## src/hw/rtl/ctw_pkg.sv

```systemverilog
// Shared types and constants for the text-mode console writer.
// Used by the controller, the datapath and the top level; no dependencies.
package ctw_pkg;

  localparam int COL_W  = 7;
  localparam int ROW_W  = 5;
  localparam int CODE_W = 8;
  localparam int ATTR_W = 8;
  localparam int CELL_W = 16;
  localparam int CFG_INDEX_W = 3;
  localparam int CFG_DATA_W  = 8;

  // character codes
  localparam logic [CODE_W-1:0] CODE_LF    = 8'd10;
  localparam logic [CODE_W-1:0] CODE_CR    = 8'd13;
  localparam logic [CODE_W-1:0] CODE_SPACE = 8'd32;
  localparam logic [CODE_W-1:0] CODE_FIRST = 8'd32;
  localparam logic [CODE_W-1:0] CODE_LAST  = 8'd126;

  // item functions
  localparam logic FUNC_PUT  = 1'b0;
  localparam logic FUNC_READ = 1'b1;

  // configuration register indexes
  localparam logic [CFG_INDEX_W-1:0] REG_COL_MIN   = 3'd0;
  localparam logic [CFG_INDEX_W-1:0] REG_COL_MAX   = 3'd1;
  localparam logic [CFG_INDEX_W-1:0] REG_ROW_MIN   = 3'd2;
  localparam logic [CFG_INDEX_W-1:0] REG_ROW_MAX   = 3'd3;
  localparam logic [CFG_INDEX_W-1:0] REG_ATTRIBUTE = 3'd4;

  // register reset values
  localparam logic [COL_W-1:0]  COL_MIN_RST   = 7'd0;
  localparam logic [COL_W-1:0]  COL_MAX_RST   = 7'd80;
  localparam logic [ROW_W-1:0]  ROW_MIN_RST   = 5'd0;
  localparam logic [ROW_W-1:0]  ROW_MAX_RST   = 5'd25;
  localparam logic [ATTR_W-1:0] ATTRIBUTE_RST = 8'd31;

  // controller -> datapath
  typedef struct packed {
    logic load;        // capture the input item
    logic clr_step;    // zero one cell of the clearing pass
    logic put_apply;   // update cursor, write the character, arm the scroll walk
    logic rd_issue;    // read the cell named by a read item
    logic rd_finish;   // take the read data into the result
    logic cp_read;     // read the source cell one row down
    logic cp_write;    // write it one row up, advance column
    logic next_row;    // step the copy walk to the next row
    logic fill_init;   // start the blank fill of the bottom row
    logic fill_write;  // write one blank cell, advance column
  } ctw_cmd_t;

  // datapath -> controller
  typedef struct packed {
    logic clr_last;
    logic func;
    logic scroll;
    logic row_max_zero;
    logic col_done;
    logic rows_done;
  } ctw_status_t;

endpackage

```

## src/hw/rtl/ctw_ctrl.sv

```systemverilog
// Controller for the console writer: sequences clearing, puts, reads and the
// scroll walk. Depends on ctw_pkg.
module ctw_ctrl
  import ctw_pkg::*;
(
  input  logic        clk,
  input  logic        rst,
  input  logic        start,
  output logic        busy,
  output logic        done,
  input  ctw_status_t status,
  output ctw_cmd_t    cmd
);

  typedef enum logic [2:0] {
    S_CLEAR,
    S_IDLE,
    S_DECODE,
    S_RDOUT,
    S_CP_ROW,
    S_CP_WRITE,
    S_FILL
  } state_t;

  state_t state;

  assign busy = (state != S_IDLE);

  always_comb begin
    cmd = '0;
    case (state)
      S_CLEAR: cmd.clr_step = 1'b1;
      S_IDLE: cmd.load = start;
      S_DECODE: begin
        if (status.func == FUNC_READ) begin
          cmd.rd_issue = 1'b1;
        end else begin
          cmd.put_apply = 1'b1;
        end
      end
      S_RDOUT: cmd.rd_finish = 1'b1;
      S_CP_ROW: begin
        if (status.rows_done) begin
          cmd.fill_init = 1'b1;
        end else if (status.col_done) begin
          cmd.next_row = 1'b1;
        end else begin
          cmd.cp_read = 1'b1;
        end
      end
      S_CP_WRITE: cmd.cp_write = 1'b1;
      S_FILL: cmd.fill_write = !status.col_done;
      default: cmd = '0;
    endcase
  end

  always_ff @(posedge clk) begin
    if (rst) begin
      state <= S_CLEAR;
      done  <= 1'b0;
    end else begin
      done <= 1'b0;
      case (state)
        S_CLEAR: begin
          if (status.clr_last) begin
            state <= S_IDLE;
          end
        end
        S_IDLE: begin
          if (start) begin
            state <= S_DECODE;
          end
        end
        S_DECODE: begin
          if (status.func == FUNC_READ) begin
            state <= S_RDOUT;
          end else if (status.scroll && !status.row_max_zero) begin
            state <= S_CP_ROW;
          end else begin
            done  <= 1'b1;
            state <= S_IDLE;
          end
        end
        S_RDOUT: begin
          done  <= 1'b1;
          state <= S_IDLE;
        end
        S_CP_ROW: begin
          if (status.rows_done) begin
            state <= S_FILL;
          end else if (!status.col_done) begin
            state <= S_CP_WRITE;
          end
        end
        S_CP_WRITE: state <= S_CP_ROW;
        S_FILL: begin
          if (status.col_done) begin
            done  <= 1'b1;
            state <= S_IDLE;
          end
        end
        default: state <= S_IDLE;
      endcase
    end
  end

endmodule

```

## config.mk

```make
export PLATFORM = sky130hd
export DESIGN_NAME = ctw_ctrl
export DESIGN_NICKNAME = d
export VERILOG_FILES = /design/src/hw/rtl/ctw_pkg.sv /design/src/hw/rtl/ctw_ctrl.sv
export SDC_FILE = /design/constraint.sdc
export NUM_CORES = 1
export LEC_CHECK = 0
export ABC_CLOCK_PERIOD_IN_PS = 1520
export BUFFER_PORTS_ARGS = -buffer_cell sky130_fd_sc_hd__buf_2
export CORE_AREA = 5 5 42 44
export DETAILED_ROUTE_END_ITERATION = 8
export DIE_AREA = 0 0 47 49
export SETUP_SLACK_MARGIN = 0.4
export SYNTH_ARGS = -nofsm -noshare
export SYNTH_HDL_FRONTEND = slang
export SYNTH_SLANG_ARGS = --single-unit
```

## constraint.sdc

```tcl
create_clock -name clk -period 1.52 [get_ports clk]
set_input_delay 0.076 -clock clk [delete_from_list [all_inputs] [get_ports clk]]
set_output_delay 0.076 -clock clk [all_outputs]
set_load 0.01 [all_outputs]
```

==> flow_summary.ini <==
[yosys]
ys_seq_area_frac = 0.212
synth-edff-count = 0
syn_inst = 50
synth_ff_type = dfxtp_1
ys_types = 27
ys_seq_elements = 4
syn_nets = 59
netlist_area_um2 = 378
synth.avg_cell_area_um2 = 7.56
yosysWarnings = 0
async_reset_ff_frac = 0

[hold_path]
min_to = state[2]
hold_path.class = input pin to flip-flop
hold_depth = 2
min_from = rst

[critical_path]
crit_fanout = 8
cp.required_ps = 1660
crit_path_cell_trace = or4b_4 -> o31ai_4 -> a21oi_2 -> a211oi_2
max_stage_delay_ps = 570
rr_startpoint = state[1]
cp_slowest_cell = or4b_4
crit_type = flip-flop to flip-flop
r2r-end = state[0]
end_kind = flip-flop
cp.arrival_ps = 1440
r2r_cells = 4
start_kind = flip-flop
r2r_slack_ps = 220

[timing]
timing.hold.ws_ps = 53.4
tightest_slew_ps = 233
max_freq_ghz = 0.770
slew_headroom = 0.844
setup_violations = 0
fin_setup_tns_ps = 0
drv_slew = 0
finalHoldViolCount = 0
period_minus_slack_ps = 1300
post-route-period-util = 0.854
finalClockSkew_ps = 0.668
rsz0062_at_grt = yes

[drt]
drt_iter0_drc = 3
vias_per_cell = 4.57
final_antenna_net_count = 0
wl_per_cell_um = 10.9
vias = 434
drt_wl_total_um = 1030
drc_errors = 0
firstDrtPassIters = 3

[clock_network]
cts_tree = built
cts_root_buffer = clkbuf_4
clkSlewWorstSetupHoldPaths_ps = 30
cts_max_path_buffers = 2
cts_sinks = 4
clock_latency_ps = 220
cts_max_level = 1
numCtsBuffers = 3
holdBufCountCts = 0

[placed_design]
place_area_um2 = 526
io_buffers = 20
hpwl_um = 781
gp_congestion = 0.738
dpl.cell_count = 85

[finish]
area_delta_synth_final_pct = 75.5
fin_area_um2 = 663
nets = 90
drive_above_1_share = 0.620
antenna_cells = 0
layout_commonest_cell = buf_2
layout_common_cells = buf_2 (19), buf_4 (6), nor2_1 (4)
multi_input_comb_area_um2 = 327
final_cells = 95
fillers = 151
layout.area.seq_um2 = 88.8

[power_and_ir_drop]
p_per_area_nw_per_um2 = 724
vdd_ir_drop_max_uv = 277
power_leakage_nw = 0.308

[floorplanning]
ios = 21
std_cell_rows = 14
die_h_um = 49
core_area_um2 = 1400
die_x_um = 47
start_util = 0.270
die_area_um2 = 2300

[run]
maxCapViolCount = 0

[global_routing]
track_usage = 0.0999
antenna_found_initial = 0
overflow = 0
grt_max_degree = 11
grt_pass1_vias = 426
grt_pass1_wl_um = 1810

[status]
status = finished, final reports clean
## worst max path at each step
stage / slack [ps] / startpoint / end
finish: 220 / state[1] / state[0]
global route: 170 / state[0] / cmd[2]
CTS: 200 / state[0] / cmd[2]
detailed placement: 190 / state[2] / state[0]
global placement: 200 / state[2] / state[0]
floorplan: 290 / state[2] / state[0]
## stage by stage
step / utilization / total power [mW] / setup slack [ps]
finish: 0.473 / 0.480 / 221
global route: 0.473 / 0.514 / 166
CTS: 0.461 / 0.485 / 202
detailed placement: 0.375 / 0.294 / 192
global placement: 0.375 / 0.295 / 201
floorplan: - / 0.239 / 285
## critical path: cells and delay by family, from the launching register on
family | cells | cell delay (ps)
simple gates | 1 | 570
flops | 1 | 360
compound gates | 3 | 280
## logic make-up after synthesis
group,share of synthesized area
DFF,0.212
buffers and inverters,0.0828
muxes,0.0265
and+or+nand+nor,0.487
AOI/OAI and AO/OA,0.192
## registers in the layout, indices dropped and copies added, names as in the netlist
register,count
done,1
state,3
## cell usage after synthesis (all sizes together), types with 2 or more instances
cell type / number / area, um2
a21oi: 4 / 23.8
and2: 2 / 12.5
buf: 2 / 16.3
dfxtp: 4 / 80.1
inv: 3 / 11.3
nand2: 3 / 11.3
nand2b: 4 / 25.0
nand3b: 2 / 15.0
nor2: 4 / 15.0
nor2b: 3 / 18.8
nor3: 3 / 15.0
nor3b: 2 / 15.0
nor4b: 2 / 23.8
o21ai: 2 / 10.0
## layer usage
| layer | GRT usage | up-vias | wire, um | part of all wire |
|---|---|---|---|---|
| met3 | 0 | 0 | 70 | 0.068 |
| met4 | 0.0415 | 0 | 0 | 0 |
| met2 | 0.158 | 12 | 523 | 0.51 |
| li1 | - | 238 | - | - |
| met5 | 0 | - | 0 | 0 |
| met1 | 0.138 | 184 | 438 | 0.42 |
## repair_timing
item | 4_1_cts | 5_1_grt
setup buffers | 7 | 0
setup endpoints to repair | 15 | 15
resized for setup | 11 | 4
pin swaps | 7 | 2
## area by class of cell
type	count	share of cell area
multi-input cells	40	0.492
repair buffers	29	0.292
flip-flops and latches	4	0.134
clock buffers	3	0.0340
well taps	16	0.0302
inverters	3	0.0170
## power breakdown
group | leakage [nW] | switching [mW] | total [mW] | internal [mW]
sequential | 0.0344 | 0.00976 | 0.124 | 0.114
clock | 0.0138 | 0.0344 | 0.122 | 0.0877
combinational | 0.260 | 0.100 | 0.235 | 0.135
total | 0.308 | 0.144 | 0.480 | 0.336
No activity file was read; power rests on OpenSTA's default activity.
